$ cat src/sv/fdss_pkg.sv
`default_nettype none

package fdss_pkg;

    localparam int VALUE_W   = 14;
    localparam int DIGIT_W   = 4;
    localparam int DIGITS    = 4;
    localparam int BCD_W     = DIGIT_W * DIGITS;
    localparam int PATTERN_W = 8;
    localparam int FRAME_W   = PATTERN_W * DIGITS;
    localparam int BIT_CNT_W = $clog2(FRAME_W);

    localparam logic [VALUE_W-1:0]   DISPLAY_MAX = VALUE_W'(9999);
    localparam logic [PATTERN_W-1:0] DOT_MASK    = 8'b0000_0001;

    // One frame of four segment patterns, thousands pattern in the top byte.
    typedef logic [FRAME_W-1:0] frame_t;

    // Write side of the frame queue.
    typedef struct packed {
        logic   valid;
        frame_t frame;
    } q_wr_t;

    // Read side of the frame queue.
    typedef struct packed {
        logic   valid;
        frame_t frame;
    } q_rd_t;

    // Segment pattern, bit 7 down to bit 0 = f,g,e,d,c,b,a,dot.
    function automatic logic [PATTERN_W-1:0] seg_pattern(input logic [DIGIT_W-1:0] digit);
        logic [PATTERN_W-1:0] pat;
        begin
            case (digit)
                4'd0:    pat = 8'b1011_1110;
                4'd1:    pat = 8'b0000_1100;
                4'd2:    pat = 8'b0111_0110;
                4'd3:    pat = 8'b0101_1110;
                4'd4:    pat = 8'b1100_1100;
                4'd5:    pat = 8'b1101_1010;
                4'd6:    pat = 8'b1111_1010;
                4'd7:    pat = 8'b0000_1110;
                4'd8:    pat = 8'b1111_1110;
                4'd9:    pat = 8'b1101_1110;
                default: pat = 8'b0000_0000;
            endcase
            return pat;
        end
    endfunction

endpackage

`default_nettype wire

$ cat src/sv/fdss_front.sv
`default_nettype none

// Takes one value, clamps it and splits it into four decimal digits by
// reciprocal multiplication, then builds the 32-bit segment frame.
module fdss_front
(
    input  wire logic                          clk,
    input  wire logic                          rst_n,
    input  wire logic                          in_valid,
    output logic                               in_ready,
    input  wire logic [fdss_pkg::VALUE_W-1:0]  in_value,
    output fdss_pkg::q_wr_t                    q_wr,
    input  wire logic                          q_full
);

    // The quotients by 1000, 100 and 10 come from a multiplication by a scaled
    // reciprocal, keeping the bits above the scale. They are exact for every
    // value up to 9999.
    localparam int PROD_W  = 2 * fdss_pkg::VALUE_W;
    localparam int Q100_W  = 7;
    localparam int Q10_W   = 10;
    localparam int SH_1000 = 23;
    localparam int SH_100  = 19;
    localparam int SH_10   = 16;
    localparam logic [PROD_W-1:0] RECIP_1000 = PROD_W'(8389);
    localparam logic [PROD_W-1:0] RECIP_100  = PROD_W'(5243);
    localparam logic [PROD_W-1:0] RECIP_10   = PROD_W'(6554);

    typedef enum logic [1:0] {
        IDLE,
        MUL,
        HOLD
    } state_t;

    state_t                            state_reg;
    logic [fdss_pkg::VALUE_W-1:0]      val_reg;
    logic [fdss_pkg::DIGIT_W-1:0]      q1000_reg;
    logic [Q100_W-1:0]                 q100_reg;
    logic [Q10_W-1:0]                  q10_reg;
    logic [PROD_W-1:0]                 prod_1000;
    logic [PROD_W-1:0]                 prod_100;
    logic [PROD_W-1:0]                 prod_10;
    logic [Q100_W-1:0]                 q1000_x10;
    logic [Q10_W-1:0]                  q100_x10;
    logic [fdss_pkg::VALUE_W-1:0]      q10_x10;
    logic [Q100_W-1:0]                 hundreds_full;
    logic [Q10_W-1:0]                  tens_full;
    logic [fdss_pkg::VALUE_W-1:0]      units_full;
    logic [fdss_pkg::VALUE_W-1:0]      clamped;
    logic                              accept;
    logic                              push;
    logic [fdss_pkg::DIGIT_W-1:0]      dig [fdss_pkg::DIGITS];
    logic [fdss_pkg::PATTERN_W-1:0]    pat [fdss_pkg::DIGITS];

    assign clamped = (in_value > fdss_pkg::DISPLAY_MAX) ? fdss_pkg::DISPLAY_MAX : in_value;

    assign prod_1000 = {{fdss_pkg::VALUE_W{1'b0}}, val_reg} * RECIP_1000;
    assign prod_100  = {{fdss_pkg::VALUE_W{1'b0}}, val_reg} * RECIP_100;
    assign prod_10   = {{fdss_pkg::VALUE_W{1'b0}}, val_reg} * RECIP_10;

    // Each digit below the thousands is one quotient less ten times the next coarser quotient.
    assign q1000_x10     = {q1000_reg, 3'b000} + {2'b00, q1000_reg, 1'b0};
    assign q100_x10      = {q100_reg, 3'b000} + {2'b00, q100_reg, 1'b0};
    assign q10_x10       = {1'b0, q10_reg, 3'b000} + {3'b000, q10_reg, 1'b0};
    assign hundreds_full = q100_reg - q1000_x10;
    assign tens_full     = q10_reg - q100_x10;
    assign units_full    = val_reg - q10_x10;

    // Digit 0 is the thousands digit.
    always_comb
    begin
        dig[0] = q1000_reg;
        dig[1] = hundreds_full[fdss_pkg::DIGIT_W-1:0];
        dig[2] = tens_full[fdss_pkg::DIGIT_W-1:0];
        dig[3] = units_full[fdss_pkg::DIGIT_W-1:0];
        for (int k = 0; k < fdss_pkg::DIGITS; k++)
        begin
            pat[k] = fdss_pkg::seg_pattern(dig[k]);
        end
        // Tens dot follows an even hundreds digit, units dot an odd thousands digit.
        if (!dig[1][0])
        begin
            pat[2] = pat[2] | fdss_pkg::DOT_MASK;
        end
        if (dig[0][0])
        begin
            pat[3] = pat[3] | fdss_pkg::DOT_MASK;
        end
    end

    assign q_wr.valid = (state_reg == HOLD);
    assign q_wr.frame = {pat[0], pat[1], pat[2], pat[3]};
    assign push       = (state_reg == HOLD) && !q_full;
    assign in_ready   = (state_reg == IDLE) || push;
    assign accept     = in_valid && in_ready;

    always_ff @(posedge clk or negedge rst_n)
    begin
        if (!rst_n)
        begin
            state_reg <= IDLE;
        end
        else
        begin
            case (state_reg)
                IDLE, HOLD:
                begin
                    if (accept)
                    begin
                        state_reg <= MUL;
                    end
                    else if (push)
                    begin
                        state_reg <= IDLE;
                    end
                end
                MUL:
                begin
                    state_reg <= HOLD;
                end
                default:
                begin
                    state_reg <= IDLE;
                end
            endcase
        end
    end

    always_ff @(posedge clk)
    begin
        if (accept)
        begin
            val_reg <= clamped;
        end
        if (state_reg == MUL)
        begin
            q1000_reg <= prod_1000[SH_1000 +: fdss_pkg::DIGIT_W];
            q100_reg  <= prod_100[SH_100 +: Q100_W];
            q10_reg   <= prod_10[SH_10 +: Q10_W];
        end
    end

endmodule

`default_nettype wire

$ cat src/sv/fdss_queue.sv
`default_nettype none

// Small frame queue between the converter and the serialiser.
module fdss_queue
#(
    parameter int DEPTH = 2
)
(
    input  wire logic          clk,
    input  wire logic          rst_n,
    input  wire fdss_pkg::q_wr_t q_wr,
    output logic               q_full,
    output fdss_pkg::q_rd_t    q_rd,
    input  wire logic          q_pop
);

    localparam int PTR_W = $clog2(DEPTH);
    localparam int CNT_W = $clog2(DEPTH + 1);
    localparam logic [PTR_W-1:0] LAST_PTR = PTR_W'(DEPTH - 1);
    localparam logic [CNT_W-1:0] FULL_CNT = CNT_W'(DEPTH);

    fdss_pkg::frame_t   mem_reg [DEPTH];
    logic [PTR_W-1:0]   wr_ptr_reg;
    logic [PTR_W-1:0]   wr_ptr_next;
    logic [PTR_W-1:0]   rd_ptr_reg;
    logic [PTR_W-1:0]   rd_ptr_next;
    logic [CNT_W-1:0]   count_reg;
    logic [CNT_W-1:0]   count_next;
    logic               wr_en;
    logic               rd_en;

    assign q_full     = (count_reg == FULL_CNT);
    assign q_rd.valid = (count_reg != '0);
    assign q_rd.frame = mem_reg[rd_ptr_reg];
    assign wr_en      = q_wr.valid && !q_full;
    assign rd_en      = q_pop && q_rd.valid;

    always_comb
    begin
        wr_ptr_next = wr_ptr_reg;
        rd_ptr_next = rd_ptr_reg;
        count_next  = count_reg;
        if (wr_en)
        begin
            wr_ptr_next = (wr_ptr_reg == LAST_PTR) ? '0 : wr_ptr_reg + 1'b1;
        end
        if (rd_en)
        begin
            rd_ptr_next = (rd_ptr_reg == LAST_PTR) ? '0 : rd_ptr_reg + 1'b1;
        end
        if (wr_en && !rd_en)
        begin
            count_next = count_reg + 1'b1;
        end
        else if (rd_en && !wr_en)
        begin
            count_next = count_reg - 1'b1;
        end
    end

    always_ff @(posedge clk or negedge rst_n)
    begin
        if (!rst_n)
        begin
            wr_ptr_reg <= '0;
            rd_ptr_reg <= '0;
            count_reg  <= '0;
        end
        else
        begin
            wr_ptr_reg <= wr_ptr_next;
            rd_ptr_reg <= rd_ptr_next;
            count_reg  <= count_next;
        end
    end

    always_ff @(posedge clk)
    begin
        if (wr_en)
        begin
            mem_reg[wr_ptr_reg] <= q_wr.frame;
        end
    end

endmodule

`default_nettype wire

$ cat src/sv/fdss_back.sv
`default_nettype none

// Serialiser: shifts each frame out MSB first, one bit per transaction.
module fdss_back
(
    input  wire logic          clk,
    input  wire logic          rst_n,
    input  wire fdss_pkg::q_rd_t q_rd,
    output logic               q_pop,
    output logic               out_valid,
    input  wire logic          out_ready,
    output logic               out_bit,
    output logic               out_last
);

    localparam logic [fdss_pkg::BIT_CNT_W-1:0] LAST_BIT =
        fdss_pkg::BIT_CNT_W'(fdss_pkg::FRAME_W - 1);

    fdss_pkg::frame_t                  shift_reg;
    fdss_pkg::frame_t                  shift_next;
    logic [fdss_pkg::BIT_CNT_W-1:0]    cnt_reg;
    logic [fdss_pkg::BIT_CNT_W-1:0]    cnt_next;
    logic                              valid_reg;
    logic                              valid_next;
    logic                              load;

    assign out_valid = valid_reg;
    assign out_bit   = shift_reg[fdss_pkg::FRAME_W-1];
    assign out_last  = (cnt_reg == LAST_BIT);
    assign load      = !valid_reg || (out_ready && out_last);
    assign q_pop     = load && q_rd.valid;

    always_comb
    begin
        shift_next = shift_reg;
        cnt_next   = cnt_reg;
        valid_next = valid_reg;
        if (load)
        begin
            valid_next = q_rd.valid;
            shift_next = q_rd.frame;
            cnt_next   = '0;
        end
        else if (out_ready)
        begin
            shift_next = {shift_reg[fdss_pkg::FRAME_W-2:0], 1'b0};
            cnt_next   = cnt_reg + 1'b1;
        end
    end

    always_ff @(posedge clk or negedge rst_n)
    begin
        if (!rst_n)
        begin
            valid_reg <= 1'b0;
            cnt_reg   <= '0;
        end
        else
        begin
            valid_reg <= valid_next;
            cnt_reg   <= cnt_next;
        end
    end

    always_ff @(posedge clk)
    begin
        shift_reg <= shift_next;
    end

endmodule

`default_nettype wire

$ cat src/sv/four_digit_seven_segment_shift_out.sv
// Path: an accepted value passes the MUL and HOLD states, HOLD writes its frame to the
// queue, and an idle serialiser then loads the frame and offers the first serial bit.
// Throughput: one serial bit per cycle while m_tready is high, and no gap between queued
// frames; the converter takes a new value in the cycle it pushes a frame and runs ahead.
// Reset: rst_n is asynchronous and active low; it empties the queue and all control state.
`default_nettype none

module four_digit_seven_segment_shift_out
#(
    parameter int QUEUE_DEPTH = 2
)
(
    input  wire logic        clk,
    input  wire logic        rst_n,

    input  wire logic        s_tvalid,
    output logic             s_tready,
    input  wire logic [15:0] s_tdata,   // [13:0] value, [15:14] zero fill

    output logic             m_tvalid,
    input  wire logic        m_tready,
    output logic [7:0]       m_tdata,   // [0] seg_bit, [7:1] zero fill
    output logic             m_tlast
);

    // The front end converts a value into a frame of four segment patterns and
    // places it in the queue; the back end shifts frames out one bit per
    // transaction. The queue lets the converter run ahead while the serialiser
    // is busy, and lets the serialiser keep going when no value arrives.

    fdss_pkg::q_wr_t    q_wr;
    fdss_pkg::q_rd_t    q_rd;
    logic               q_full;
    logic               q_pop;
    logic               seg_bit;

    fdss_front u_front
    (
        .clk      (clk),
        .rst_n    (rst_n),
        .in_valid (s_tvalid),
        .in_ready (s_tready),
        .in_value (s_tdata[fdss_pkg::VALUE_W-1:0]),
        .q_wr     (q_wr),
        .q_full   (q_full)
    );

    fdss_queue
    #(
        .DEPTH (QUEUE_DEPTH)
    )
    u_queue
    (
        .clk    (clk),
        .rst_n  (rst_n),
        .q_wr   (q_wr),
        .q_full (q_full),
        .q_rd   (q_rd),
        .q_pop  (q_pop)
    );

    fdss_back u_back
    (
        .clk       (clk),
        .rst_n     (rst_n),
        .q_rd      (q_rd),
        .q_pop     (q_pop),
        .out_valid (m_tvalid),
        .out_ready (m_tready),
        .out_bit   (seg_bit),
        .out_last  (m_tlast)
    );

    // The serial bit sits in the lowest bit of the byte.
    assign m_tdata = {7'b000_0000, seg_bit};

`ifndef SYNTHESIS
    // A value that has just been taken keeps the converter busy in the next cycle.
    a_front_busy: assert property (@(posedge clk) disable iff (!rst_n)
        s_tvalid && s_tready |=> !s_tready)
        else $error("converter accepted two values in consecutive cycles");

    // A frame is never broken off before its last bit.
    a_frame_whole: assert property (@(posedge clk) disable iff (!rst_n)
        m_tvalid && m_tready && !m_tlast |=> m_tvalid)
        else $error("serial output stopped in the middle of a frame");

    // A queued frame follows the previous one with no gap.
    a_frames_abut: assert property (@(posedge clk) disable iff (!rst_n)
        m_tvalid && m_tready && m_tlast && q_rd.valid |=> m_tvalid)
        else $error("gap between frames although a frame was waiting");

    // The serialiser only takes a frame when the queue holds one.
    a_pop_nonempty: assert property (@(posedge clk) disable iff (!rst_n)
        q_pop |-> q_rd.valid && !(q_full && q_wr.valid && !q_rd.valid))
        else $error("frame taken from an empty queue");
`endif

endmodule

`default_nettype wire
$ cat config.mk
export PLATFORM = sky130hd
export DESIGN_NAME = four_digit_seven_segment_shift_out
export DESIGN_NICKNAME = d
export VERILOG_FILES = /design/src/sv/fdss_pkg.sv /design/src/sv/fdss_front.sv /design/src/sv/fdss_queue.sv /design/src/sv/fdss_back.sv /design/src/sv/four_digit_seven_segment_shift_out.sv
export SDC_FILE = /design/constraint.sdc
export NUM_CORES = 1
export LEC_CHECK = 0
export ABC_CLOCK_PERIOD_IN_PS = 11000
export BUFFER_PORTS_ARGS = -buffer_cell sky130_fd_sc_hd__buf_4
export CORE_MARGIN = 1.5
export CORE_UTILIZATION = 45
export CTS_CLUSTER_DIAMETER = 60
export DETAILED_ROUTE_END_ITERATION = 16
export GPL_TIMING_DRIVEN = 0
export SETUP_SLACK_MARGIN = 0.2
export SLEW_MARGIN = 5
export SYNTH_ARGS = -nofsm -noshare
export SYNTH_HDL_FRONTEND = slang
export SYNTH_SLANG_ARGS = --single-unit
$ cat constraint.sdc
create_clock -name clk -period 11 [get_ports clk]
set_input_delay 1.1 -clock clk [delete_from_list [all_inputs] [get_ports clk]]
set_output_delay 1.1 -clock clk [all_outputs]
set_load 0.1 [all_outputs]
After elaboration in Yosys (flattened, before gate mapping):

Memories as Yosys holds them, arrays and structs flattened. A register that Yosys moved wholly into a read port is not among the register bits.
Index checks and enable logic that the tools add are counted.

* bits in read-only memories: 448
* word-level logic and storage cells: 70
* flip-flop bits (word level): 70
* output and inout bits: 11
* memories: 5
* bits in writable memories: 64
* input port bits: 20

Memories
* (name not given): words 16, bits a word 7, rd ports 1, clocked after Yosys merged registers in 1, write ports 0, line fdss_pkg.sv:35 `case (digit)`
* (name not given): words 16, bits a word 7, rd ports 1, clocked after Yosys merged registers in 0, write ports 0, line fdss_pkg.sv:35
* (name not given): words 16, bits a word 7, rd ports 1, clocked after Yosys merged registers in 0, write ports 0, line fdss_pkg.sv:35
* (name not given): words 16, bits a word 7, rd ports 1, clocked after Yosys merged registers in 0, write ports 0, line fdss_pkg.sv:35
* u_queue.mem_reg: words 2, bits a word 32, rd ports 1, clocked after Yosys merged registers in 0, write ports 1, line fdss_queue.sv:22 `fdss_pkg::frame_t mem_reg [DEPTH];`

* add/subtract/negate cells: 11
* mux-type cells: 16
* reduce and logical (&&, ||, !) cells: 18
* $mul: 3
* order comparisons: 1
* equality and inequality tests: 5

Operators by type and width (number)
* $mux W32: 2
* $mul A14 B14 Y27 const B: 1
* $mul A14 B13 Y23 const B: 1
* $mul A14 B12 Y19 const B: 1
* $gt A14 B14 Y1 const B: 1
* $add A4 B4 Y4: 3
* $sub A4 B4 Y4: 3
* $mux W5: 2
* $mux W2: 4
* $logic_and A1 B1 Y1: 7
* $mux W1: 6
* $reduce_bool A2 Y1: 3
* $add A5 B1 Y5 const B: 1
* $eq A5 B5 Y1 const B: 1
* $eq A2 B2 Y1 const B: 2
* $logic_not A1 Y1: 4
* $mux W4: 1
* $pmux W2 S2: 1
* $ne A3 B1 Y1 const B: 1
* $add A1 B1 Y1 const B: 2
* $add A2 B1 Y2 const B: 1
* $eq A2 B1 Y1 const B: 1
* $logic_not A2 Y1: 1
* $logic_or A1 B1 Y1: 2
* 2 further kinds: 2

Logic depth before layout (Yosys ltp):

* word-level depth: 8
* gate-level depth with buffers: 22
* gate-level depth less buffers: 22

Modules after synthesis:

Synthesis repeated with hierarchy kept, for this count alone.

* cell total of the unflattened synthesis: 1209
* area total of the unflattened synthesis: 13962.1 sq um

Modules (own cells, without submodules)
* fdss_front: area each 9439.1 sq um, cells an instance 982, instances 1, sequential area each 970.9 sq um
* fdss_queue: area each 2662.6 sq um, cells an instance 119, instances 1, sequential area each 2021.9 sq um
* fdss_back: area each 1796.7 sq um, cells an instance 99, instances 1, sequential area each 1111.1 sq um
* four_digit_seven_segment_shift_out: area each 63.8 sq um, cells an instance 9, instances 1, sequential area each 0.0 sq um

Worst setup path before layout:

No wires, ideal clock.

* kind: reg-to-reg
* from: register u_front.val_reg[12] in the netlist's numbering
* to: register, netlist name u_front.q_wr[29]
* data required time: 10883 ps
* setup slack: 5789 ps
* data arrival time: 5094 ps
* cell stages (with the launch flop): 21
* path through: edfxtp_1 inv_1 ha_1 inv_1 ha_1 ha_1 inv_1 fa_1 inv_1 ha_1 ha_1 ha_1 a21o_1 a221oi_2 nand2_1 o41ai_2 xnor2_1 mux2i_4 ha_1 mux2_2 a22o_1

* word-level cells in the longest chain between the ends: 2

RTL lines
* start: declaration: line fdss_front.sv:36 `logic [fdss_pkg::VALUE_W-1:0] val_reg;`
* start signal: assignment: line fdss_front.sv:133 `val_reg <= clamped;`
* $mul A14 B14 Y27: line fdss_front.sv:57 `assign prod_1000 = {{fdss_pkg::VALUE_W{1'b0}}, val_reg} * RECIP_1000;`
* via u_front.prod_1000[24]: line fdss_front.sv:40 `logic [PROD_W-1:0] prod_1000;`
* $mux W4 (no line)

The timed path passes the listed nets, and every way through them passes these cells.
A chain may end at the register's enable or synchronous reset.

Worst setup path in the final report:

* from: register u_front.val_reg[12] in the netlist's numbering
* to: register, netlist name u_front.q_wr[29]

* word-level cells in the longest chain between the ends: 2

RTL lines (line)
* $mul A14 B14 Y27: fdss_front.sv:57
* via u_front.prod_1000[24]: fdss_front.sv:40
* $mux W4 (no line)

The timed path passes the listed nets, and every way through them passes these cells.

==> flow_summary.ini <==
[setup_path]
cp-end-kind = register
timing.rr.end = u_front.q_wr[29]
worstRegToRegCells = 20
r2r_start = u_front.val_reg[12]
path_class = reg2reg
cp.required_ns = 11.30
cp.arrival_ns = 6.57
critPathLaunchType = register
r2r_setup_slack_ns = 4.73
critPathMaxFanout = 12

[routing]
vias = 8163
vias_per_cell = 4.90
ant_nets = 0
drc = 0
routedWlPerCell_um = 15.4
wirelength_mm = 25.7
drt_iter0_markers = 394
dr.pass1.iters = 4

[synth]
synth-warning-count = 0
yosysUniqueCellTypes = 56
synthXorXnorAreaFrac_pct = 3.36
postSynthCellCount = 1220
synth_edf_count = 118
synth_top_flop_cell = edfxtp_1
syn_area_mm2 = 0.0133
synth.avg_cell_area_um2 = 10.9
ys_seq_area_share_pct = 30.0
synth-compound-area-share_pct = 7.01
yosys-mux-area-fraction_pct = 3.16
ys_seq_elements = 137
synth_top_family_by_area = adder cells
async_flop_share_pct = 8.76
yosys.area_share.adder_pct = 41.1
synth-simple-area-share_pct = 6.41

[sta]
fin_crit_sh_pct = 57.0
fmax_mhz = 160
setup_viol = 0
hold_violations = 0
slew-limit-headroom_pct = 41.2
setup_slack_ns = 4.73
skew_ns = 0.0150
worst_pin_slew_ns = 0.882
finalMaxSlewViolations = 0
grt_setup_unrepaired = no
finalSetupTns_ns = 0
fin_crit_ns = 6.27

[global_route]
antenna_found_initial = 0
grt_pass1_vias = 8458
grt_pass1_wl_mm = 43.0
grt_max_degree = 35
gr-usage-all-layers_pct = 18.2
overflow = 0

[clock_tree]
cts.sinks = 137
cts.path.max_buffers = 2
cts_setup_buffers = 0
clk_pin_slew_worst_paths_ns = 0.07
cts_root_buf = clkbuf_16
cts_buffers = 17
clkLatencyLatePin_ns = 0.42
cts_resized = 0
cts_max_level = 4
cts_tree = done
hold_buffers = 0

[hold_path]
min-delay-start = u_front.q_wr[25]
hold_path_end = u_queue.mem_reg[1][25]
min_path_cells = 0
hp-class = reg2reg

[floorplan]
start_util_pct = 46.0
pin_count = 31
core_mm2 = 0.0289
die_w_um = 175
num_rows = 62
die_area_mm2 = 0.0306
chipHeight_um = 175

[placed_design]
place_hpwl_mm = 20.5
dpl_worst_slack_ns = 4.71
gp_congestion = 0.824
port_buffers = 21

[finish]
fill_cells = 2655
fin_util_pct = 50.5
antenna-diode-count = 0
areaGrowthSynthToFinish_pct = 9.70
largest_reg_flops = 60
drive_gt1_share_pct = 5.93
num-nets-final = 1651

[flow_run]
maxCapViolCount = 0

[outcome]
status = finished clean
## cells in the final DEF (no fill, tap or decap), types with 7 or more instances in the layout
| cell type | synthesis | routed |
|---|---|---|
| nand3_1 | 13 | 13 |
| clkbuf_16 | 0 | 19 |
| xor2_1 | 22 | 22 |
| nand2_1 | 69 | 69 |
| dfrtp_1 | 12 | 12 |
| buf_4 | 8 | 30 |
| xnor2_1 | 29 | 29 |
| nand2b_1 | 13 | 12 |
| nor2b_1 | 12 | 12 |
| inv_1 | 285 | 285 |
| dfxtp_1 | 7 | 7 |
| o21ai_0 | 57 | 57 |
| ha_1 | 237 | 237 |
| and2_1 | 15 | 14 |
| mux2i_1 | 35 | 35 |
| conb_1 | 1 | 7 |
| a21o_1 | 17 | 17 |
| a21oi_1 | 31 | 31 |
| nor2_1 | 23 | 23 |
| fa_1 | 125 | 125 |
| o21a_1 | 9 | 9 |
| edfxtp_1 | 118 | 118 |
| clkbuf_1 | 13 | 14 |
## layer usage
layer / up-vias / track usage, % / part of all wire (%)
li1: 4098 / - / -
met1: 3941 / 24.0 / 47
met4: 0 / 4.49 / 1.3
met5: - / 0 / 0
met2: 104 / 31.3 / 48
met3: 20 / 2.81 / 3.8
## area by class of cell
| type | count | area [um2] | area share [%] |
|---|---|---|---|
| plain buffers | 21 | 109 | 0.747 |
| clock buffers | 21 | 493 | 3.38 |
| clock inverters | 11 | 96.3 | 0.661 |
| inverters | 286 | 1070 | 7.36 |
| multi-input cells | 782 | 8150 | 55.9 |
| flip-flops and latches | 137 | 3980 | 27.3 |
| well taps | 384 | 480 | 3.30 |
| repair buffers | 24 | 188 | 1.29 |
## synthesized netlist by cell type, types with 15 or more instances
cell type | n | area [um2]
xnor2_1 | 29 | 254
a21oi_1 | 31 | 155
mux2i_1 | 35 | 350
nand2_1 | 69 | 259
ha_1 | 237 | 2970
o21ai_0 | 57 | 285
fa_1 | 125 | 2500
xor2_1 | 22 | 193
and2_1 | 15 | 93.8
inv_1 | 285 | 1070
nor2_1 | 23 | 86.3
a21o_1 | 17 | 128
edfxtp_1 | 118 | 3540
## worst max-delay path: stages, from the launching register on
cell      delay [ns]
edfxtp_1        0.79
inv_1           0.42
ha_1            0.40
inv_1           0.18
ha_1            0.27
ha_1            0.27
inv_1           0.05
fa_1            0.53
inv_1           0.04
ha_1            0.28
ha_1            0.29
ha_1            0.34
nand3_1         0.12
or3_1           0.42
a41oi_1         0.24
o41ai_2         0.11
xnor2_1         0.46
mux2i_4         0.21
ha_1            0.26
mux2_2          0.27
a22o_1          0.17
## metrics by stage
step	area (um2)	std cells	hold slack (ns)
final	14600	1666	0.429
after CTS	14600	1666	0.429
after global routing	14600	1666	0.439
after floorplan	13300	1226	0.404
after detailed placement	14000	1634	0.417
after global placement	13900	1631	0.405
## cell families after synthesis
| logic type | count (synthesis) |
|---|---|
| compound gates | 147 |
| xor+xnor | 51 |
| fa+ha+maj | 362 |
| buf+inv | 307 |
| flops | 137 |
| mux | 40 |
| other cells | 1 |
| simple gates | 175 |
## worst max path at each step
stage / startpoint / cells after the start / slack [ns] / to
6_report: u_front.val_reg[12] / 20 / 4.73 / u_front.q_wr[29]
5_1_grt: u_front.val_reg[8] / 19 / 4.42 / u_front.q_wr[25]
4_1_cts: u_front.val_reg[12] / 20 / 4.71 / u_front.q_wr[29]
3_5_place_dp: u_front.val_reg[12] / 20 / 4.71 / u_front.q_wr[29]
3_3_place_gp: u_front.val_reg[12] / 20 / 4.78 / u_front.q_wr[29]
2_1_floorplan: u_front.val_reg[12] / 20 / 5.79 / u_front.q_wr[29]
Power is left out: the tool's default activity adds up to more than one toggle a clock period on the data nets, which glitch-free logic cannot reach.
